===== config.mk =====
export PLATFORM = sky130hd
export DESIGN_NAME = ist_ctrl
export DESIGN_NICKNAME = d
export VERILOG_FILES = /design/src/rtl/ist_pkg.sv /design/src/rtl/ist_ctrl.sv
export SDC_FILE = /design/constraint.sdc
export NUM_CORES = 1
export LEC_CHECK = 0
export ABC_AREA = 0
export CAP_MARGIN = 20
export CELL_PAD_IN_SITES_DETAIL_PLACEMENT = 1
export CELL_PAD_IN_SITES_GLOBAL_PLACEMENT = 2
export CORE_ASPECT_RATIO = 1.2
export CORE_UTILIZATION = 25
export DETAILED_ROUTE_END_ITERATION = 10
export DONT_BUFFER_PORTS = 1
export PLACE_DENSITY = 0.65
export SETUP_SLACK_MARGIN = 0.15
export SLEW_MARGIN = 10
export SYNTH_ARGS = -nofsm -noshare
export SYNTH_HDL_FRONTEND = slang
export SYNTH_SLANG_ARGS = --single-unit

===== constraint.sdc =====
create_clock -name clk -period 2.95 [get_ports clk]
set_clock_uncertainty 0.15 [all_clocks]
set_input_delay 0.7375 -clock clk [delete_from_list [all_inputs] [get_ports clk]]
set_output_delay 0.7375 -clock clk [all_outputs]
set_load 0.01 [all_outputs]

===== src/rtl/ist_pkg.sv =====
`timescale 1ns / 1ps
package ist_pkg;

    typedef enum logic [1:0] {
        MODE_CLEAR  = 2'd0,
        MODE_APPEND = 2'd1,
        MODE_SORT   = 2'd2,
        MODE_SEARCH = 2'd3
    } mode_t;

    localparam logic [1:0] ST_OK        = 2'd0;
    localparam logic [1:0] ST_NOT_FOUND = 2'd1;
    localparam logic [1:0] ST_FULL      = 2'd2;

    typedef enum logic [3:0] {
        S_IDLE,
        S_DISPATCH,
        S_SORT_RDI,
        S_SORT_LDI,
        S_SORT_RDJ,
        S_SORT_CMP,
        S_SORT_WRI,
        S_SRCH_CHK,
        S_SRCH_RDR,
        S_SRCH_PREP,
        S_SRCH_MUL,
        S_SRCH_DIV,
        S_SRCH_MID,
        S_SRCH_CMP,
        S_EMIT
    } state_t;

    typedef struct packed {
        logic load_in;
        logic clr_cnt;
        logic append;
        logic sort_init;
        logic rd_i;
        logic ld_i;
        logic rd_j;
        logic cmp_j;
        logic wr_i;
        logic srch_init;
        logic rd_l;
        logic rd_r;
        logic prep;
        logic mul;
        logic div_step;
        logic rd_mid;
        logic cmp_mid;
        logic res_ok;
        logic res_nf;
        logic res_full;
        logic res_found_l;
        logic res_found_mid;
        logic emit;
    } cmd_t;

    typedef struct packed {
        mode_t mode;
        logic  cnt_zero;
        logic  cnt_full;
        logic  cnt_lt2;
        logic  j_last;
        logic  i_last;
        logic  l_gt_r;
        logic  keys_eq;
        logic  key_eq_kl;
        logic  out_of_range;
        logic  div_last;
        logic  key_eq_mid;
        logic  out_free;
    } stat_t;

endpackage


===== src/rtl/ist_ctrl.sv =====
`timescale 1ns / 1ps
module ist_ctrl
    import ist_pkg::*;
(
    input  logic  clk,
    input  logic  rst_n,
    input  logic  in_valid,
    output logic  in_stall,
    input  stat_t stat,
    output cmd_t  cmd
);

    state_t state_reg;
    state_t state_next;

    always_ff @(posedge clk or negedge rst_n)
    begin
        if (!rst_n)
        begin
            state_reg <= S_IDLE;
        end
        else
        begin
            state_reg <= state_next;
        end
    end

    always_comb
    begin
        state_next = state_reg;
        cmd        = '0;
        in_stall   = 1'b1;
        unique case (state_reg)
            S_IDLE:
            begin
                in_stall = 1'b0;
                if (in_valid)
                begin
                    cmd.load_in = 1'b1;
                    state_next  = S_DISPATCH;
                end
            end
            S_DISPATCH:
            begin
                state_next = S_EMIT;
                unique case (stat.mode)
                    MODE_CLEAR:
                    begin
                        cmd.clr_cnt = 1'b1;
                        cmd.res_ok  = 1'b1;
                    end
                    MODE_APPEND:
                    begin
                        if (stat.cnt_full)
                        begin
                            cmd.res_full = 1'b1;
                        end
                        else
                        begin
                            cmd.append = 1'b1;
                            cmd.res_ok = 1'b1;
                        end
                    end
                    MODE_SORT:
                    begin
                        if (stat.cnt_lt2)
                        begin
                            cmd.res_ok = 1'b1;
                        end
                        else
                        begin
                            cmd.sort_init = 1'b1;
                            state_next    = S_SORT_RDI;
                        end
                    end
                    MODE_SEARCH:
                    begin
                        if (stat.cnt_zero)
                        begin
                            cmd.res_nf = 1'b1;
                        end
                        else
                        begin
                            cmd.srch_init = 1'b1;
                            state_next    = S_SRCH_CHK;
                        end
                    end
                    default:
                    begin
                        cmd.res_ok = 1'b1;
                    end
                endcase
            end
            S_SORT_RDI:
            begin
                cmd.rd_i   = 1'b1;
                state_next = S_SORT_LDI;
            end
            S_SORT_LDI:
            begin
                cmd.ld_i   = 1'b1;
                state_next = S_SORT_RDJ;
            end
            S_SORT_RDJ:
            begin
                cmd.rd_j   = 1'b1;
                state_next = S_SORT_CMP;
            end
            S_SORT_CMP:
            begin
                cmd.cmp_j  = 1'b1;
                state_next = stat.j_last ? S_SORT_WRI : S_SORT_RDJ;
            end
            S_SORT_WRI:
            begin
                cmd.wr_i = 1'b1;
                if (stat.i_last)
                begin
                    cmd.res_ok = 1'b1;
                    state_next = S_EMIT;
                end
                else
                begin
                    state_next = S_SORT_RDI;
                end
            end
            S_SRCH_CHK:
            begin
                if (stat.l_gt_r)
                begin
                    cmd.res_nf = 1'b1;
                    state_next = S_EMIT;
                end
                else
                begin
                    cmd.rd_l   = 1'b1;
                    state_next = S_SRCH_RDR;
                end
            end
            S_SRCH_RDR:
            begin
                cmd.rd_r   = 1'b1;
                state_next = S_SRCH_PREP;
            end
            S_SRCH_PREP:
            begin
                if (stat.keys_eq)
                begin
                    cmd.res_found_l = stat.key_eq_kl;
                    cmd.res_nf      = !stat.key_eq_kl;
                    state_next      = S_EMIT;
                end
                else
                begin
                    cmd.prep   = 1'b1;
                    state_next = S_SRCH_MUL;
                end
            end
            S_SRCH_MUL:
            begin
                if (stat.out_of_range)
                begin
                    cmd.res_nf = 1'b1;
                    state_next = S_EMIT;
                end
                else
                begin
                    cmd.mul    = 1'b1;
                    state_next = S_SRCH_DIV;
                end
            end
            S_SRCH_DIV:
            begin
                cmd.div_step = 1'b1;
                if (stat.div_last)
                begin
                    state_next = S_SRCH_MID;
                end
            end
            S_SRCH_MID:
            begin
                cmd.rd_mid = 1'b1;
                state_next = S_SRCH_CMP;
            end
            S_SRCH_CMP:
            begin
                if (stat.key_eq_mid)
                begin
                    cmd.res_found_mid = 1'b1;
                    state_next        = S_EMIT;
                end
                else
                begin
                    cmd.cmp_mid = 1'b1;
                    state_next  = S_SRCH_CHK;
                end
            end
            S_EMIT:
            begin
                if (stat.out_free)
                begin
                    cmd.emit   = 1'b1;
                    state_next = S_IDLE;
                end
            end
            default:
            begin
                state_next = S_IDLE;
            end
        endcase
    end

    assert property (@(posedge clk) disable iff (!rst_n)
        (state_reg == S_IDLE && in_valid) |=> (state_reg == S_DISPATCH))
        else $error("transfer taken but dispatch skipped");

    assert property (@(posedge clk) disable iff (!rst_n)
        cmd.emit |=> (state_reg == S_IDLE))
        else $error("result emitted outside of completion");

endmodule


# Word level (Yosys, flattened, before mapping)
# Cells that the tools add are included.
word_totals:
  out_inout_bits: 24
  input_bits: 17
  regBits: 4
  wordCells: 85
op_classes:
  n_reduce_logical: 4
  n_mux: 60
  eq_ne: 20
op_table:
  columns: ["operator", "count"]
  rows:
  - ["4-bit one-hot mux with 15 select lines", 1]
  - ["1-bit 2-to-1 mux", 43]
  - ["4-bit equality test, second input constant", 7]
  - ["4-bit 2-to-1 mux", 7]
  - ["4-bit by 3-bit equality test with 1-bit output, second input constant", 4]
  - ["3-bit 2-to-1 mux", 4]
  - ["4-bit by 2-bit equality test with 1-bit output, second input constant", 2]
  - ["4-bit one-hot mux with 2 select lines", 1]
  - ["2-bit inequality test, second input constant", 3]
  - ["2-bit equality test, second input constant", 2]
  - ["4-bit by 1-bit equality test with 1-bit output, second input constant", 1]
  - ["4-bit zero test", 1]
  - ["1-bit one-hot mux with 4 select lines", 1]
  - ["1-bit one-hot mux with 3 select lines", 1]
  - ["3-bit AND reduction", 1]
  - ["2-bit by 1-bit equality test with 1-bit output, second input constant", 1]
  - ["2-bit zero test", 1]
  - ["2-bit 2-to-1 mux", 1]
  - ["1-bit one-hot mux with 2 select lines", 1]
  - ["1-bit zero test", 1]

# Logic depth before layout (Yosys ltp)
# Gate-level depths: netlist of the first run.
logic_depth:
  depth_word: 3
  depth_mapped: 6
  ltp_nobuf: 4

# Worst setup path before layout of the first run
# OpenSTA, ideal clock, no wires.
synth_timing:
  path_type: "reg-to-output"
  startpoint: "register state_reg[3]"
  endpoint: "output cmd[5] (netlist bit)"
  arrival_time_ns: 1.404
  path_stages_with_launch: 5
  n_path_buf: 1
  path_slack_ns: 0.658
  t_required_ns: 2.062
  cell_sequence: "dfrtp_1 -> buf_6 -> or4b_4 -> a221oi_1 -> a21o_1"
synth_lines:
  columns: ["item", "line_no", "source"]
  rows:
  - ["from (decl)", "ist_ctrl.sv:13", "state_t state_reg;"]
  - ["from (signal assigned)", "ist_ctrl.sv:24", "state_reg <= state_next;"]
  - ["to (decl)", "ist_ctrl.sv:10", "output cmd_t cmd"]

==> results of run 1 <==
## through the flow
| stage | area [um^2] | hold WS (ns) | utilization, % |
|---|---|---|---|
| 2_1_floorplan | 638 | 0.292 | - |
| 3_3_place_gp | 653 | 0.292 | 27.8 |
| 3_5_place_dp | 653 | 0.292 | 27.8 |
| 4_1_cts | 676 | 0.0288 | 28.7 |
| 5_1_grt | 681 | 0.0327 | 28.9 |
| 6_report | 681 | 0.0338 | 28.9 |
## cell families after synthesis
group / after synthesis
AND/OR/NAND/NOR: 55
AO/OA/AOI/OAI: 20
flip-flops: 4
buffers and inverters: 12
## cell usage in the layout (no fill, tap or decap), types with 3 or more instances in the layout
| master | instances |
|---|---|
| inv_1 | 3 |
| nor3_1 | 16 |
| nand2_1 | 8 |
| buf_4 | 4 |
| dfrtp_1 | 4 |
| a21oi_1 | 3 |
| clkbuf_4 | 3 |
| nand2b_1 | 4 |
| o21ai_0 | 4 |
| nor2_1 | 10 |
## Yosys cell counts, types with 2 or more instances
master / number
a21o_1: 2
a21oi_1: 3
a221oi_1: 2
and3_1: 2
buf_2: 7
dfrtp_1: 4
inv_1: 3
nand2_1: 8
nand2b_1: 4
nor2_1: 10
nor2b_1: 2
nor3_1: 16
nor3b_1: 3
nor4bb_1: 2
o211ai_1: 2
o21ai_0: 4
o221ai_1: 2
## power groups by stage
stage / clock, mW / combinational, mW / sequential, mW
after detailed placement: 0 / 0.480 / 0.160
final: 0.0729 / 0.473 / 0.161
after global placement: 0 / 0.475 / 0.155
after global routing: 0.0739 / 0.520 / 0.171
after floorplan: 0 / 0.446 / 0.0921
after CTS: 0.0750 / 0.482 / 0.160
## area by class of cell
type,count,share of cell area [%]
Timing Repair Buffer,4,4.41
Sequential cell,4,14.7
Inverter,3,1.65
Tap cell,31,5.70
Clock buffer,3,3.31
Multi-Input combinational cell,75,70.2
## final timing paths
path | end | slack, ns | depth (start not counted)
worst max-delay path | cmd[5] | 0.29 | 3
worst min-delay path | state_reg[0] | 0.03 | 0
worst max register to register | state_reg[3] | 1.15 | 5
worst min register to register | state_reg[1] | 0.67 | 2
max in group asynchronous | state_reg[2] | 2.55 | 0
min in group clk | state_reg[2] | 0.46 | 1
## metal layers
| layer | wire length [um] | GRT usage, % |
|---|---|---|
| met1 | 902 | 19.8 |
| met2 | 1100 | 28.0 |
| met3 | 93 | 1.27 |
| met4 | 62 | 11.5 |
| met5 | 0 | 0 |
## timing repair
action / 4_1_cts / 5_1_grt
endpoints found under the setup margin: 0 / 1
buffers inserted: 0 / 0
gates resized for setup: 0 / 1
==> flow_summary.toml, run 1 <==
[power_and_ir_drop]
p_sw_uw = 390
p_seq_share_pct = 22.8
p_leak_nw = 0.253
intPower_uw = 317
swShare_pct = 55.1
combPwrFrac_pct = 66.9
ir_drop_v = 0.000229
powerDensity_nw_per_um2 = 1040
p_total_uw = 707
clockPowerShare_pct = 10.3

[route]
vias = 712
firstDrtPassIters = 4
viasPerCell = 5.93
detail_route.wirelength_um = 2160
wl_per_cell_um = 18.0
drc = 0
antenna_left = 0
drt_iter0_markers = 6

[timing]
slew_headroom_pct = 74.1
rsz0062_at_grt = "false"
tightest_slew_ns = 0.386
layout_setup_ws_ns = 0.289
final_max_slew_viol_count = 0
min_period_ns = 2.66
tns_ns = 0
final_hold_viol_count = 0
max_freq_ghz = 0.376
finalCritPeriodShare_pct = 90.2
setup_violations = 0

[grt]
grt_pass1_wl_um = 3280
grt_overflow = 0
antenna_found_initial = 0
grtUsageTotal_pct = 17.0
grt_max_degree = 13
grt_pass1_vias = 723

[setup_path]
critical-path-top-delay-family = "simple AND/OR/NAND/NOR gates"
cp_data_arrival_time_ns = 1.77
worstSetupPathType = "register to primary output"
cp_slowest_cell = "or4b_4"
r2r_start = "state_reg[0]"
path_cells = "or4b_4, a221oi_1, a21o_1"
critPathLaunch = "state_reg[0]"
crit_buf_inv = 0
start_kind = "register"
slowest_delay_ns = 0.57
worst-path-max-fanout = 12
worstPathRequired_ns = 2.06
crit_path_end_kind = "primary output"

[synth]
yosysSeqAreaShare_pct = 15.7
synth_edf_count = 0
syn_nets = 108
synth_top_family_by_area = "simple AND/OR/NAND/NOR gates"
yosysTopAreaCell = "dfrtp_1"
synthMuxAreaShare_pct = 0
syn_inst = 91
synth_cell_types = 32
synthXorXnorAreaFrac_pct = 0
syn_area_um2 = 638
synth-compound-area-share_pct = 23.3
syn_avg_cell_area_um2 = 7.01
synth_flop_cell = "dfrtp_1"
synth_area_leaders = "dfrtp_1 (16%), nor3_1 (13%), nor2_1 (5.9%), buf_2 (5.5%), nand2_1 (4.7%)"
synthSimpleGateAreaFrac_pct = 50.8
ys_seq_elements = 4
yosysWarningCount = 0
synth_top_area_share_pct = 15.7
async_reset_ff_share_pct = 100
synth_fa_ha_area_share_pct = 0

[clock_network]
cts_hold_buf = 0
cts_buffers = 3
clockBufferDepth = 2
cts_max_level = 1
cts.sinks = 4
cts_tree = "done"
clkTransAtPathRegs_ns = 0.04
clk_latency_ns = 0.25
cts-root-buf = "clkbuf_4"

[final_layout]
diodes = 0
synthToLayoutAreaGrowth_pct = 6.67
multiInputGateArea_um2 = 478
drive_gt1_share_pct = 13.5
largest_reg_flops = 4
instances_no_fill = 120
fin_nets = 108
seq_area_um2 = 100
nFillCells = 290

[run]
max_cap_violations = 0

[placed_design]
io_buffers = 0
place.gp.congestion = 0.766
dpl.hpwl_um = 1710
placed_cells = 117
post-place-ws_ns = 0.550

[min_path]
hold_path.class = "input pin to async pin"

[floorplanning]
die_w_um = 48.1
die_area_um2 = 2760
row_count = 19
io_pins = 41
die_h_um = 57.3
initial_utilization_pct = 27.1
core-area_um2 = 2350

[status]
status = "finished clean"
Power figures use the tool's default switching activity.
==> run 2: changes to the inputs <==
--- a/config.mk
+++ b/config.mk
@@ -9,7 +9,6 @@
 export CAP_MARGIN = 20
 export CELL_PAD_IN_SITES_DETAIL_PLACEMENT = 1
 export CELL_PAD_IN_SITES_GLOBAL_PLACEMENT = 2
-export CORE_ASPECT_RATIO = 1.2
 export CORE_UTILIZATION = 25
 export DETAILED_ROUTE_END_ITERATION = 10
 export DONT_BUFFER_PORTS = 1
==> run 2 against run 1 <==
Effect of this change: via count is 0.84% lower; worst hold slack gained 0.013 ns; clock-buffer cell count is the same; global-route usage increased by 0.13 points; cell area shrank 0.55%; largest cell class unchanged.
==> flow_summary.toml, run 2 (synthesis results as in run 1) <==
[timing]
finalCritPeriodShare_pct = 90.3
rsz0062_at_grt = "false"
final_max_slew_viol_count = 0
whs_ns = 0.0468
tightest_slew_ns = 0.381
min_period_ns = 2.66
setup_violations = 0
tns_ns = 0
final_hold_viol_count = 0
max_freq_ghz = 0.375
slew_headroom_pct = 74.4

[power_and_ir_drop]
p_total_uw = 708
p_seq_share_pct = 23.7
swShare_pct = 55.3
combPwrFrac_pct = 66.6
ir_drop_v = 0.000324
p_leak_nw = 0.253
clockPowerShare_pct = 9.7
powerDensity_nw_per_um2 = 1050
p_sw_uw = 392
intPower_uw = 317

[clock_network]
cts_setup_buffers = 0
cts_max_level = 1
clockBufferDepth = 2
clkTransAtPathRegs_ns = 0.04
clk_latency_ns = 0.23
cts.sinks = 4
cts-root-buf = "clkbuf_4"
cts_tree = "done"
cts_buffers = 3

[final_layout]
nFillCells = 311
synthToLayoutAreaGrowth_pct = 6.08
largest_reg_flops = 4
final_common_cell = "nor3_1"
design_area_um2 = 677
diodes = 0
fin_nets = 108
instances_no_fill = 117
final_cell_mix = "nor3_1 (16), nor2_1 (10), nand2_1 (8)"
drive_gt1_share_pct = 13.5

[route]
antenna_left = 0
firstDrtPassIters = 4
drt_iter0_markers = 17
wl_per_cell_um = 18.5
vias = 706
viasPerCell = 6.03
drc = 0
detail_route.wirelength_um = 2160

[placed_design]
io_buffers = 0
place.gp.congestion = 0.783
dpl.hpwl_um = 1710
placed_cells = 114
postPlaceCellArea_um2 = 649

[grt]
antenna_found_initial = 0
grt_pass1_wl_um = 3460
grtUsageTotal_pct = 17.1
grt_pass1_vias = 672
grt_overflow = 0
grt_max_degree = 13

[setup_path]
slowest_delay_ns = 0.63
cp_data_arrival_time_ns = 1.78
cp_slowest_cell = "or4b_4"
crit_buf_inv = 0
path_cells = "or4b_4, a221oi_1, a21o_1"
worstPathRequired_ns = 2.06
r2r_start = "state_reg[1]"
worstSetupPathType = "register to primary output"
crit_path_end_kind = "primary output"
worst-path-max-fanout = 12
start_kind = "register"
critical-path-top-delay-family = "simple AND/OR/NAND/NOR gates"
critPathLaunch = "state_reg[3]"

[status]
status = "finished clean"

[min_path]
hold_path.class = "input pin to async pin"

[run]
max_cap_violations = 0

[floorplanning]
row_count = 17
die_area_um2 = 2760
initial_utilization_pct = 27.5
io_pins = 41
die_h_um = 52.5
core-area_um2 = 2320
die_w_um = 52.5
## run 2: cell counts in the layout (fill, tap and decap cells not counted)
No cell type changed its count.
## run 2: worst reg2reg max path, delay by kind of cell, from the launching register on
family / cells / cell delay, ns
simple gates: 2 / 0.34
flops: 1 / 0.51
compound gates: 2 / 0.53
buf+inv: 1 / 0.24
## run 2: path summary, 6_finish.rpt
path                                     end  slack [ns]  cells past startpoint
worst max register to register  state_reg[2]        1.03                      5
worst min register to register  state_reg[3]        0.74                      2
max in group asynchronous       state_reg[2]        2.53                      0
worst min-delay path            state_reg[0]        0.05                      0
worst max-delay path                  cmd[5]        0.29                      3
min in group clk                state_reg[0]        0.47                      1
## run 2: per-layer routing
metal  vias up  wire length (um)  global-route usage [%]
met5         -                 0                       0
met4         0                41                    7.89
met3         4               132                    2.61
met2        31               935                    25.5
met1       338              1050                    23.8
li1        333                 -                       -
## run 2: per-stage QoR
step / util, % / worst slack, ns
after global routing: 29.2 / 0.189
after global placement: 28.0 / 0.506
after CTS: 29.0 / 0.238
after detailed placement: 28.0 / 0.492
final: 29.2 / 0.286
after floorplan: - / 0.658
## run 2: final cells by class
cell class / instances / area, um^2 / area share, %
multi-input combinational: 75 / 478 / 70.6
tap: 28 / 35.0 / 5.18
sequential: 4 / 100 / 14.8
inverter: 3 / 11.3 / 1.66
timing repair buffer: 4 / 30.0 / 4.44
clock buffer: 3 / 22.5 / 3.33
## run 2: timing repair
| item | 4_1_cts | 5_1_grt |
|---|---|---|
| hold buffers | 0 | 0 |
| endpoints found under the setup margin | 0 | 1 |
| resized for setup | 0 | 1 |
| hold endpoints to repair | 0 | 0 |
## run 2: power groups by stage
stage,combinational [mW],clock [mW],sequential (mW)
after floorplan,0.446,0,0.0921
after global placement,0.465,0,0.166
after detailed placement,0.472,0,0.170
after CTS,0.474,0.0694,0.168
after global routing,0.519,0.0745,0.178
final,0.472,0.0689,0.168
